===== src/pco_pkg.sv =====
// Package for the Paillier ciphertext operations unit.
// Holds payload structs, operation and error codes, and default widths.
package pco_pkg;

   localparam int CIPHER_BITS_DEF = 64;
   localparam int CSR_INDEX_BITS = 2;

   localparam logic [1:0] FUNC_ADD = 2'd0;
   localparam logic [1:0] FUNC_SCALAR = 2'd1;
   localparam logic [1:0] FUNC_OBFUSCATE = 2'd2;
   localparam logic [1:0] FUNC_UNUSED = 2'd3;

   localparam logic [1:0] ERR_NONE = 2'd0;
   localparam logic [1:0] ERR_RANGE = 2'd1;
   localparam logic [1:0] ERR_NO_INVERSE = 2'd2;

   localparam logic [1:0] CSR_MODULUS_N = 2'd0;
   localparam logic [1:0] CSR_MODULUS_N_SQUARED = 2'd1;
   localparam logic [1:0] CSR_MAX_POSITIVE = 2'd2;

   typedef struct packed {
      logic [1:0]  func;
      logic [63:0] cipher_in;
      logic [63:0] operand;
   } req_type;

   typedef struct packed {
      logic [63:0] cipher_out;
      logic [1:0]  error_code;
   } rsp_type;

   // Command to the shared modular unit.
   typedef struct packed {
      logic start;
      logic op_div;   // 1: plain division a / b, 0: modular multiply a*b mod m
   } mu_cmd_type;

endpackage


===== src/pco_modunit.sv =====
// Shared bit-serial arithmetic unit: modular multiply or integer division.
// Depends on pco_pkg. One bit per cycle.
module pco_modunit import pco_pkg::*; #(
   parameter int W = CIPHER_BITS_DEF
) (
   input  logic             clock,
   input  logic             reset,
   input  mu_cmd_type       cmd,
   input  logic [W-1:0]     a,
   input  logic [W-1:0]     b,
   input  logic [W-1:0]     m,
   output logic             done,
   output logic [W-1:0]     result,
   output logic [W-1:0]     remainder
);
   localparam int CW = $clog2(W + 1);

   logic          busy_ff, busy_in;
   logic          div_ff, div_in;
   logic [CW-1:0] cnt_ff, cnt_in;
   logic [W-1:0]  acc_ff, acc_in;
   logic [W-1:0]  a_ff, a_in;
   logic [W-1:0]  b_ff, b_in;
   logic [W-1:0]  m_ff, m_in;
   logic          done_ff, done_in;

   logic [W:0]    dbl;
   logic [W:0]    dbl_red;
   logic [W:0]    addv;
   logic [W-1:0]  mul_next;
   logic [W:0]    rem_sh;
   logic [W:0]    rem_sub;

   always_comb begin
      // Multiply step: acc = 2*acc mod m, then + a if bit set.
      dbl = {acc_ff, 1'b0};
      dbl_red = (dbl >= {1'b0, m_ff}) ? dbl - {1'b0, m_ff} : dbl;
      addv = dbl_red + {1'b0, a_ff};
      if (b_ff[W-1]) begin
         mul_next = (addv >= {1'b0, m_ff}) ? W'(addv - {1'b0, m_ff}) : addv[W-1:0];
      end else begin
         mul_next = dbl_red[W-1:0];
      end
      // Division step: restoring, quotient shifts into a_ff.
      rem_sh = {acc_ff, a_ff[W-1]};
      rem_sub = rem_sh - {1'b0, b_ff};
   end

   always_comb begin
      busy_in = busy_ff;
      div_in = div_ff;
      cnt_in = cnt_ff;
      acc_in = acc_ff;
      a_in = a_ff;
      b_in = b_ff;
      m_in = m_ff;
      done_in = 1'b0;
      if (!busy_ff && cmd.start) begin
         busy_in = 1'b1;
         div_in = cmd.op_div;
         cnt_in = CW'(W);
         acc_in = '0;
         a_in = a;
         b_in = b;
         m_in = m;
      end else if (busy_ff) begin
         if (div_ff) begin
            if (!rem_sub[W]) begin
               acc_in = rem_sub[W-1:0];
               a_in = {a_ff[W-2:0], 1'b1};
            end else begin
               acc_in = rem_sh[W-1:0];
               a_in = {a_ff[W-2:0], 1'b0};
            end
         end else begin
            acc_in = mul_next;
            b_in = {b_ff[W-2:0], 1'b0};
         end
         cnt_in = cnt_ff - 1'b1;
         if (cnt_ff == CW'(1)) begin
            busy_in = 1'b0;
            done_in = 1'b1;
         end
      end
   end

   always_ff @(posedge clock) begin
      if (reset) begin
         busy_ff <= 1'b0;
         done_ff <= 1'b0;
         cnt_ff <= '0;
      end else begin
         busy_ff <= busy_in;
         done_ff <= done_in;
         cnt_ff <= cnt_in;
      end
      div_ff <= div_in;
      acc_ff <= acc_in;
      a_ff <= a_in;
      b_ff <= b_in;
      m_ff <= m_in;
   end

   assign done = done_ff;
   assign result = div_ff ? a_ff : acc_ff;
   assign remainder = acc_ff;
endmodule


===== src/paillier_ciphertext_ops_unit.sv =====
// Top level of the Paillier ciphertext operations unit.
// Depends on pco_pkg and pco_modunit (shared bit-serial modular multiply/divide).
//
// Usage: write modulus_n (index 0), modulus_n_squared (index 1) and
// max_positive (index 2) through the csr_ channel while the unit is idle.
// A command is taken at a clock edge with start high and busy low; req_data
// carries the operation, the ciphertext and the operand. busy stays high
// through the cycle of the result transfer, which shows on rsp_data for
// exactly one cycle with rsp_valid high. The receiver cannot stall the unit.
// All multiplies and divisions go through one bit-serial unit (W =
// CIPHER_BITS). Add takes three unit operations (two reductions and one
// multiply). Exponentiation takes up to two unit operations per exponent
// bit, and the exponent (k, n-k or n) fits in 32 bits. The inverse for
// negative scalars adds two unit operations per extended Euclid step, up
// to about 1.44*W steps. One command runs at a time.
// Reset is synchronous, clears the CSR registers and the result strobe and
// returns the sequencer to idle. With zero modulus or the unused operation
// code the result is zero with no error.
module paillier_ciphertext_ops_unit import pco_pkg::*; #(
   parameter int CIPHER_BITS = CIPHER_BITS_DEF
) (
   input  logic                      clock,
   input  logic                      reset,
   input  logic                      start,
   output logic                      busy,
   input  req_type                   req_data,
   output logic                      rsp_valid,
   output rsp_type                   rsp_data,
   input  logic                      csr_valid,
   output logic                      csr_ready,
   input  logic [CSR_INDEX_BITS-1:0] csr_index,
   input  logic [63:0]               csr_wdata
);
   localparam int W = CIPHER_BITS;
   localparam int EW = 64;

   localparam logic [3:0] ST_IDLE    = 4'd0;
   localparam logic [3:0] ST_RED_C   = 4'd1;
   localparam logic [3:0] ST_RED_D   = 4'd2;
   localparam logic [3:0] ST_DISPATCH = 4'd3;
   localparam logic [3:0] ST_EXP_MUL = 4'd4;
   localparam logic [3:0] ST_EXP_SQR = 4'd5;
   localparam logic [3:0] ST_INV_DIV = 4'd6;
   localparam logic [3:0] ST_INV_MUL = 4'd7;
   localparam logic [3:0] ST_FINAL   = 4'd8;
   localparam logic [3:0] ST_DONE    = 4'd9;
   localparam logic [3:0] ST_WAIT    = 4'd10;

   logic [31:0]  mod_n_ff;
   logic [63:0]  mod_n2_ff;
   logic [31:0]  max_pos_ff;

   logic [3:0]   state_ff, state_in;
   logic [3:0]   ret_ff, ret_in;      // marks which unit op is in flight
   logic [1:0]   func_ff, func_in;
   logic [W-1:0] c_ff, c_in;
   logic [W-1:0] d_ff, d_in;
   logic [63:0]  k_ff, k_in;
   logic [EW-1:0] e_ff, e_in;
   logic [W-1:0] acc_ff, acc_in;
   logic [W-1:0] base_ff, base_in;
   logic [W-1:0] r0_ff, r0_in, r1_ff, r1_in, t0_ff, t0_in, t1_ff, t1_in;
   logic [1:0]   err_ff, err_in;
   logic         obf_ff, obf_in;      // obfuscate: final multiply by c
   logic         rv_ff, rv_in;
   logic [63:0]  out_ff, out_in;
   logic [1:0]   eout_ff, eout_in;

   mu_cmd_type   cmd;
   logic [W-1:0] mu_a, mu_b;
   logic         mu_done;
   logic [W-1:0] mu_res, mu_rem;
   logic [W-1:0] m_w;
   logic [W-1:0] one_m;
   logic [W-1:0] sub_t;
   logic         neg_k;
   logic [32:0]  ksum;

   assign m_w = mod_n2_ff[W-1:0];
   assign one_m = (m_w == W'(1)) ? '0 : W'(1);
   assign ksum = {1'b0, k_ff[31:0]} + {1'b0, max_pos_ff};
   assign neg_k = ksum >= {1'b0, mod_n_ff};
   // t0 - (q*t1 mod m) mod m, with mu_res the product.
   assign sub_t = (t0_ff >= mu_res) ? t0_ff - mu_res : t0_ff + (m_w - mu_res);

   pco_modunit #(.W(W)) u_mu (
      .clock(clock), .reset(reset), .cmd(cmd), .a(mu_a), .b(mu_b), .m(m_w),
      .done(mu_done), .result(mu_res), .remainder(mu_rem)
   );

   assign csr_ready = 1'b1;
   always_ff @(posedge clock) begin
      if (reset) begin
         mod_n_ff <= '0;
         mod_n2_ff <= '0;
         max_pos_ff <= '0;
      end else if (csr_valid && csr_ready) begin
         case (csr_index)
            CSR_MODULUS_N: mod_n_ff <= csr_wdata[31:0];
            CSR_MODULUS_N_SQUARED: mod_n2_ff <= csr_wdata;
            CSR_MAX_POSITIVE: max_pos_ff <= csr_wdata[31:0];
            default: ;
         endcase
      end
   end

   always_comb begin
      state_in = state_ff; ret_in = ret_ff; func_in = func_ff;
      c_in = c_ff; d_in = d_ff; k_in = k_ff; e_in = e_ff;
      acc_in = acc_ff; base_in = base_ff; r0_in = r0_ff; r1_in = r1_ff;
      t0_in = t0_ff; t1_in = t1_ff; err_in = err_ff;
      obf_in = obf_ff; rv_in = 1'b0; out_in = out_ff; eout_in = eout_ff;
      cmd = '0; mu_a = '0; mu_b = '0;
      case (state_ff)
         ST_IDLE: begin
            if (start) begin
               func_in = req_data.func;
               c_in = req_data.cipher_in[W-1:0];
               d_in = req_data.operand[W-1:0];
               k_in = req_data.operand;
               err_in = ERR_NONE;
               acc_in = '0;
               if (m_w == '0 || req_data.func == FUNC_UNUSED) begin
                  state_in = ST_DONE;
               end else begin
                  // c mod m as a division remainder
                  cmd.start = 1'b1; cmd.op_div = 1'b1;
                  mu_a = req_data.cipher_in[W-1:0]; mu_b = m_w;
                  state_in = ST_RED_C;
               end
            end
         end
         ST_RED_C: if (mu_done) begin
            c_in = mu_rem;
            cmd.start = 1'b1; cmd.op_div = 1'b1; mu_a = d_ff; mu_b = m_w;
            state_in = ST_RED_D;
         end
         ST_RED_D: if (mu_done) begin
            d_in = mu_rem;
            state_in = ST_DISPATCH;
         end
         ST_DISPATCH: begin
            obf_in = 1'b0;
            acc_in = one_m;
            case (func_ff)
               FUNC_ADD: begin
                  cmd.start = 1'b1; mu_a = c_ff; mu_b = d_ff;
                  state_in = ST_FINAL;
               end
               FUNC_OBFUSCATE: begin
                  obf_in = 1'b1; base_in = d_ff; e_in = EW'(mod_n_ff);
                  state_in = ST_EXP_MUL;
               end
               default: begin
                  if (k_ff >= {32'd0, mod_n_ff}) begin
                     err_in = ERR_RANGE; state_in = ST_DONE;
                  end else if (neg_k) begin
                     r0_in = m_w; r1_in = c_ff; t0_in = '0; t1_in = one_m;
                     e_in = EW'(mod_n_ff - k_ff[31:0]);
                     state_in = ST_INV_DIV;
                  end else begin
                     base_in = c_ff; e_in = k_ff; state_in = ST_EXP_MUL;
                  end
               end
            endcase
         end
         // Square-and-multiply: ret_ff marks which op is in flight.
         ST_EXP_MUL: begin
            if (ret_ff == ST_EXP_MUL && mu_done) begin
               acc_in = mu_res; ret_in = ST_IDLE;
               cmd.start = 1'b1; mu_a = base_ff; mu_b = base_ff;
               state_in = ST_EXP_SQR;
            end else if (ret_ff != ST_EXP_MUL) begin
               if (e_ff == '0) begin
                  if (obf_ff) begin
                     cmd.start = 1'b1; mu_a = c_ff; mu_b = acc_ff;
                     state_in = ST_FINAL;
                  end else begin
                     state_in = ST_DONE;
                  end
               end else if (e_ff[0]) begin
                  cmd.start = 1'b1; mu_a = acc_ff; mu_b = base_ff;
                  ret_in = ST_EXP_MUL;
               end else begin
                  cmd.start = 1'b1; mu_a = base_ff; mu_b = base_ff;
                  state_in = ST_EXP_SQR;
               end
            end
         end
         ST_EXP_SQR: if (mu_done) begin
            base_in = mu_res; e_in = e_ff >> 1; state_in = ST_EXP_MUL;
         end
         ST_INV_DIV: begin
            if (ret_ff == ST_INV_DIV) begin
               if (mu_done) begin
                  // The multiplier reduces as it goes, so q*t1 mod m needs
                  // no separate reduction of the quotient.
                  cmd.start = 1'b1; mu_a = t1_ff; mu_b = mu_res;
                  r0_in = r1_ff; r1_in = mu_rem;
                  ret_in = ST_IDLE;
                  state_in = ST_INV_MUL;
               end
            end else if (r1_ff == '0) begin
               if (r0_ff != W'(1)) begin
                  err_in = ERR_NO_INVERSE; state_in = ST_DONE;
               end else begin
                  base_in = t0_ff; state_in = ST_EXP_MUL;
               end
            end else begin
               cmd.start = 1'b1; cmd.op_div = 1'b1; mu_a = r0_ff; mu_b = r1_ff;
               ret_in = ST_INV_DIV;
            end
         end
         ST_INV_MUL: if (mu_done) begin
            t0_in = t1_ff; t1_in = sub_t; state_in = ST_INV_DIV;
         end
         ST_FINAL: if (mu_done) begin
            acc_in = mu_res; state_in = ST_DONE;
         end
         ST_DONE: begin
            rv_in = 1'b1;
            out_in = (err_ff == ERR_NONE && m_w != '0 && func_ff != FUNC_UNUSED)
                     ? 64'(acc_ff) : 64'd0;
            eout_in = err_ff;
            state_in = ST_WAIT;
         end
         ST_WAIT: state_in = ST_IDLE;
         default: state_in = ST_IDLE;
      endcase
   end

   always_ff @(posedge clock) begin
      if (reset) begin
         state_ff <= ST_IDLE;
         ret_ff <= ST_IDLE;
         rv_ff <= 1'b0;
      end else begin
         state_ff <= state_in;
         ret_ff <= ret_in;
         rv_ff <= rv_in;
      end
      func_ff <= func_in; c_ff <= c_in; d_ff <= d_in; k_ff <= k_in;
      e_ff <= e_in; acc_ff <= acc_in; base_ff <= base_in;
      r0_ff <= r0_in; r1_ff <= r1_in; t0_ff <= t0_in; t1_ff <= t1_in;
      err_ff <= err_in; obf_ff <= obf_in;
      out_ff <= out_in; eout_ff <= eout_in;
   end

   assign busy = (state_ff != ST_IDLE);
   assign rsp_valid = rv_ff;
   assign rsp_data.cipher_out = out_ff;
   assign rsp_data.error_code = eout_ff;

   // A result transfer is followed by return to idle.
   a_rsp_idle: assert property (@(posedge clock) disable iff (reset)
      rsp_valid |=> state_ff == ST_IDLE)
      else $error("sequencer not idle after result");
   // Results never come back to back.
   a_rsp_single: assert property (@(posedge clock) disable iff (reset)
      rsp_valid |=> !rsp_valid)
      else $error("repeated result strobe");
   // Accepting a command makes the unit busy.
   a_busy: assert property (@(posedge clock) disable iff (reset)
      (start && !busy) |=> busy)
      else $error("command accepted without going busy");
endmodule

===== config.mk =====
export PLATFORM = sky130hd
export DESIGN_NAME = paillier_ciphertext_ops_unit
export DESIGN_NICKNAME = d
export VERILOG_FILES = /design/src/pco_pkg.sv /design/src/pco_modunit.sv /design/src/paillier_ciphertext_ops_unit.sv
export SDC_FILE = /design/constraint.sdc
export NUM_CORES = 2
export LEC_CHECK = 0
export BUFFER_PORTS_ARGS = -buffer_cell sky130_fd_sc_hd__buf_2
export CAP_MARGIN = 25
export CORE_MARGIN = 8
export CORE_UTILIZATION = 41
export CTS_BUF_LIST = sky130_fd_sc_hd__clkbuf_4 sky130_fd_sc_hd__clkbuf_8 sky130_fd_sc_hd__clkbuf_16
export DETAILED_ROUTE_END_ITERATION = 12
export MAX_ROUTING_LAYER = met4
export PLACE_DENSITY = 0.61
export RECOVER_POWER = 100
export SKIP_CTS_REPAIR_TIMING = 1
export SLEW_MARGIN = 30
export SYNTH_ARGS = -nofsm -noshare
export SYNTH_HDL_FRONTEND = slang
export SYNTH_SLANG_ARGS = --single-unit

===== constraint.sdc =====
create_clock -name clock -period 13.6 [get_ports clock]
set_input_delay 0.68 -clock clock [delete_from_list [all_inputs] [get_ports clock]]
set_output_delay 0.68 -clock clock [all_outputs]
set_load 0.1 [all_outputs]

Yosys cells after proc, flatten, opt, wreduce, memory -nomap -nowiden:

Cells that the tools add are included.

* bits in registers: 1114
* input port bits: 200
* output and inout bits: 69
* logic and storage cells: 278

* $add $sub $neg: 10
* $lt $le $gt $ge: 5
* equal/unequal tests: 48
* multiplexer cells: 139
* bitwise gates (word level): 1
* reduce and logical (&&, ||, !) cells: 45

Operator list (count)
* 2-to-1 mux 64 bit: 66
* one-hot mux 64 bit (2 select lines): 9
* one-hot mux 64 bit (5 select lines): 2
* one-hot mux 64 bit (4 select lines): 1
* zero test 64 bit: 3
* one-hot mux 64 bit (3 select lines): 1
* subtractor 64 bit: 3
* greater-or-equal comparator 65 x 64 -> 1 bit: 2
* subtractor 65 x 64 -> 65 bit: 2
* 2-to-1 mux 4 bit: 23
* adder 65 x 64 -> 65 bit: 1
* 2-to-1 mux 65 bit: 1
* adder 64 bit: 1
* equality test 64 x 1 -> 1 bit (second input constant): 1
* greater-or-equal comparator 64 x 32 -> 1 bit: 1
* greater-or-equal comparator 64 bit: 1
* inequality test 64 x 1 -> 1 bit (second input constant): 1
* nonzero test 64 bit: 1
* one-hot mux 4 bit (10 select lines): 1
* adder 32 x 32 -> 33 bit: 1
* greater-or-equal comparator 33 x 32 -> 1 bit: 1
* subtractor 32 x 32 -> 33 bit: 1
* inequality test 2 bit (second input constant): 14
* equality test 4 x 3 -> 1 bit (second input constant): 6
* other kinds (38): 104

Longest topological paths before layout:

* word-level depth: 8
* mapped depth: 42
* depth with buffers taken out: 38

Cells and area by module:

From an unflattened synthesis, not the netlist that was laid out.

* cell total of the unflattened synthesis: 9688
* area total of the unflattened synthesis: 85066.6 sq um

By module, submodules not included
* paillier_ciphertext_ops_unit: times used 1, cells each 6167, area an instance 56519.2 sq um, seq. area each 24053.1 sq um
* pco_modunit: times used 1, cells each 3521, area an instance 28547.4 sq um, seq. area each 7257.0 sq um

Worst setup path after synthesis:

No wires, ideal clock.

* kind: flip-flop to flip-flop
* from: register state_ff[1]
* to: register acc_ff[0] (enable)
* library setup time: 828 ps
* data arrival time: 11830 ps
* data required time: 12772 ps
* setup slack: 942 ps
* cell stages (with the launch flop): 7
* buffers on the path: 1
* clock period less this slack: 12658 ps
* cells stage by stage: dfxtp_1 or2_2 clkbuf_1 nor3_1 inv_1 and3_1 a2111oi_0

* longest elaborated chain between the ends: 3
* elaborated cells on any way between the ends: 9
* classes of those cells: 6 x eq/ne; 3 x reduce/logical

RTL lines
* start, declared: line paillier_ciphertext_ops_unit.sv:53 `logic [3:0] state_ff, state_in;`
* start signal, assigned: line paillier_ciphertext_ops_unit.sv:238 `state_ff <= state_in;`
* equality test 4 bit, or another cell as far along: line paillier_ciphertext_ops_unit.sv:114 `case (state_ff)`
* nonzero test 4 bit (no line), or another cell as far along
* AND reduction 4 bit (no line) *
* end signal, assigned: line paillier_ciphertext_ops_unit.sv:243 `e_ff <= e_in; acc_ff <= acc_in; base_ff <= base_in;`
* end, declared: line paillier_ciphertext_ops_unit.sv:60 `logic [W-1:0] acc_ff, acc_in;`

Every way passes the cells marked *; elsewhere a longest branch is shown, timed or not.
A chain may end at the register's enable or synchronous reset.

Final worst setup path:

* from: register u_mu.acc_ff[30] (netlist: u_mu.remainder[30])
* to: register u_mu.acc_ff[37] (netlist: u_mu.remainder[37])

* longest elaborated chain between the ends: 7
* elaborated cells on any way between the ends: 11
* classes of those cells: 4 x add/sub; 2 x order compare; 5 x mux

RTL lines
* start, declared: line pco_modunit.sv:21 `logic [W-1:0] acc_ff, acc_in;`
* start signal, assigned: line pco_modunit.sv:98 `acc_ff <= acc_in;`
* subtractor 65 x 64 -> 65 bit or greater-or-equal comparator 65 x 64 -> 1 bit (tied branches): line pco_modunit.sv:37 `dbl_red = (dbl >= {1'b0, m_ff}) ? dbl - {1'b0, m_ff} : dbl;`
* 2-to-1 mux 65 bit: line pco_modunit.sv:37
* adder 65 x 64 -> 65 bit: line pco_modunit.sv:38 `addv = dbl_red + {1'b0, a_ff};`
* subtractor 64 bit or greater-or-equal comparator 65 x 64 -> 1 bit (tied branches): line pco_modunit.sv:40 `mul_next = (addv >= {1'b0, m_ff}) ? W'(addv - {1'b0, m_ff}) : addv[W-1:0];`
* 2-to-1 mux 64 bit: line pco_modunit.sv:40
* 2-to-1 mux 64 bit: line pco_modunit.sv:39 `if (b_ff[W-1]) begin`
* 2-to-1 mux 64 bit *: line pco_modunit.sv:67 `if (div_ff) begin`

Marked as above.

==> run summary <==
status: finished, violations left
failing checks: design-rule violations, max-capacitance violations, max-slew violations
Clock Tree Buf Depth: 3
share of layout cells above drive strength 1: 6.812%
Initial Util: 41.29%
HP Start: csr_wdata[57]
total global routing overflow: 0
maximum clock frequency: 80.09 MHz
clk slew on worst S/H paths: 0.06 ns
metal1 wirelength: 158600 um
Synth Area per Inst: 8.982 um2
fin nets: 9918
Reg2Reg Depth: 35
Pleak: 35.82 nW
drt first pass iters: 13
Synth cell types: 96
CTS tree: built
die width: 461.9 um
Synth Register Bits: 1112
clk root buf: clkbuf_16
RR Startpoint: u_mu.remainder[30]$_SDFFE_PP0P_
DR top layer: met4
CP required: 14.28 ns
simple-gate share of the synthesized area: 15.82%
top cell type's share of synthesized area: 33.30%
Hold EP: m_w[57]$_SDFFE_PP0P_
die height: 461.9 um
Max VDD drop: 0.5313 mV
Setup crit start kind: flip-flop
Synth Cell Area: 81520 um2
Post-Synth Adder-Cell Area: 9.608%
synth cell count leaders: nand2_1, a21oi_1, edfxtp_1
FILL cells: 19.34k
Hold Path Class: primary input to flip-flop
Vias per Instance: 6.399
Synthesized Nets: 9860
met3 WL: 52850 um
CP max stage delay: 0.87 ns
Final ANT Viol Nets: 0
total core area: 197400 um2
Synth-to-Final Area Change: 10.26%
critical path type: flip-flop to flip-flop
post-synthesis sequential area ratio: 38.41%
H-tree depth: 4
Max Slew Vio Count: 2305
Worst Hold Depth: 3
Final Instance Area: 89890 um2
Rows: 163
mux contribution to synthesized area: 5.626%
worst rel slew slack: -272.0%
wire per inst: 30.73 um
DR WL met2: 140200 um
DR iter-0 viols: 12.01k
Synth Area in Compound Gates: 21.60%
die area: 213400 um2
crit path time final: 12.49 ns
first-pass GRT wire length: 514000 um
unrepaired setup endpoints after global routing: no
antenna violations before repair: 53
MaxCap Viol Count: 45
Worst Skew: 0.07233 ns
xor and xnor area share after synthesis: 4.492%
CP Max Fanout: 73
DRC: 7
asr flop ratio synth: 0%
EDFF count, synth: 904
# port buffers: 267
Placed Area: 85980 um2
ys flop type: edfxtp_1
number of clock sinks: 1112
final number of hold-violating endpoints: 0
DP HPWL: 284000 um
Worst Tran Pin Value: 5.580 ns
flop-to-flop setup slack: 1.11 ns
worst skew pair latency: 0.85 ns
final setup TNS: 0 ns
final wirelength: 365900 um
vias in the first global route: 71.06k
TritonCTS buffer count: 137
DR vias: 76.19k
gr usage total: 33.69%
combinational family with the most area after synthesis: compound AO/OA/AOI/OAI gates
largest area contributor in the netlist: edfxtp_1
Syn. warnings: 0
fin crit share: 91.81%
count leader, synth: nand2_1
critical path arrival: 13.17 ns
pin count of the biggest net entering global routing: 174
Critical Path Sink Type: flip-flop
Cells after Synth: 9076
Synth area leaders: edfxtp_1, ha_1, a21oi_1
endpoints failing setup: 0
reg-to-reg endpoint: u_mu.remainder[37]$_SDFFE_PP0P_
CP max stage cell: o41ai_1
I/O pin cnt: 269
Final GP Congestion: 1.022
Cell Pwr Density: 315.6 nW/um2
[layout make-up]
type / count / area, um2 / area share (%)
clock buffers: 168 / 3745 / 4.166
diodes: 18 / 45.04 / 0.05011
flip-flops and latches: 1112 / 31310 / 34.83
multi-input cells: 7014 / 46780 / 52.04
clock inverters: 85 / 952.2 / 1.059
inverters: 402 / 1511 / 1.681
repair buffers: 467 / 2247 / 2.500
well taps: 2640 / 3303 / 3.675
[report_power, final]
part           total, W  internal (W)  leakage (nW)  switching, W
combinational    0.0188       0.00655          23.0        0.0122
clock           0.00387       0.00221          2.31       0.00167
sequential      0.00572       0.00481          10.5      0.000913
[metrics by stage]
stage | total power, W | hold WS [ns] | util (%) | setup slack [ns] | cells
finish | 0.02837 | 0.08138 | 45.53 | 1.114 | 11906
CTS | 0.02778 | 0.04454 | 45.93 | 1.418 | 11888
global route | 0.02978 | 0.08061 | 45.52 | 0.6369 | 11897
floorplan | 0.01785 | 0.4210 | - | 0.9421 | 9076
global placement | 0.02388 | 0.4452 | 43.52 | 1.442 | 11635
detailed placement | 0.02379 | 0.4537 | 43.55 | 1.463 | 11635
[cell families after synthesis]
kind of cell / Yosys count
other cells: 1
simple gates: 2852
compound gates: 2724
xor+xnor: 416
flops: 1112
mux: 437
fa+ha+maj: 584
buf+inv: 950
[layer usage]
layer / vias to the layer above / global-route usage (%)
li1: 33715 / -
met1: 36889 / 48.24
met2: 5011 / 44.00
met3: 570 / 11.73
met4: 0 / 10.58
met5: - / -
[worst max-delay path by stage]
stage | startpoint | endpoint | cells past startpoint
4_1_cts | u_mu.remainder[30]$_SDFFE_PP0P_ | u_mu.remainder[37]$_SDFFE_PP0P_ | 33
5_1_grt | u_mu.remainder[30]$_SDFFE_PP0P_ | u_mu.remainder[37]$_SDFFE_PP0P_ | 35
3_5_place_dp | u_mu.remainder[30]$_SDFFE_PP0P_ | u_mu.remainder[37]$_SDFFE_PP0P_ | 33
2_1_floorplan | state_ff[1]$_SDFFE_PP0P_ | acc_ff[0]$_DFFE_PP_ | 6
3_3_place_gp | u_mu.remainder[30]$_SDFFE_PP0P_ | u_mu.remainder[31]$_SDFFE_PP0P_ | 33
6_report | u_mu.remainder[30]$_SDFFE_PP0P_ | u_mu.remainder[37]$_SDFFE_PP0P_ | 35
[sequential cells by signal, indices dropped and copies added (netlist names), 4 cells and up]
signal	cells
u_mu.a_ff	64
d_ff	64
r0_ff	64
max_pos_ff	32
t0_ff	64
m_w	64
t1_ff	64
out_ff	64
c_ff	64
u_mu.m_ff	64
k_ff	64
u_mu.remainder	64
r1_ff	64
u_mu.cnt_ff	7
base_ff	64
state_ff	4
u_mu.b_ff	64
e_ff	64
acc_ff	64
mod_n_ff	32
[critical path: cells and delay by family (launching register included)]
family / cells / cell delay (ns)
buf+inv: 3 / 0.97
mux: 1 / 0.26
xor+xnor: 1 / 0.24
fa+ha+maj: 3 / 1.24
flops: 1 / 0.63
simple gates: 11 / 2.57
compound gates: 16 / 6.27
[layout by cell type (no fill, tap or decap), types with 74 or more instances in the layout]
master     count
clkbuf_1     258
nor3_1       120
xor2_1       167
inv_1        399
xnor2_1      248
ha_1         514
edfxtp_1     904
dfxtp_1      208
a211oi_1      74
buf_2        131
nand2b_1      74
clkbuf_16    140
mux2i_1      267
nand4_1      107
o21ai_0      554
nor4_1        91
nand2_1     1247
a21oi_1      944
a222oi_1     122
and2_0        85
a221o_1       76
nand3_1      249
mux2_2       111
nor2_1       583
o221ai_1     126
a21o_1       267
o21bai_1      76
Power figures use the tool's default switching activity.
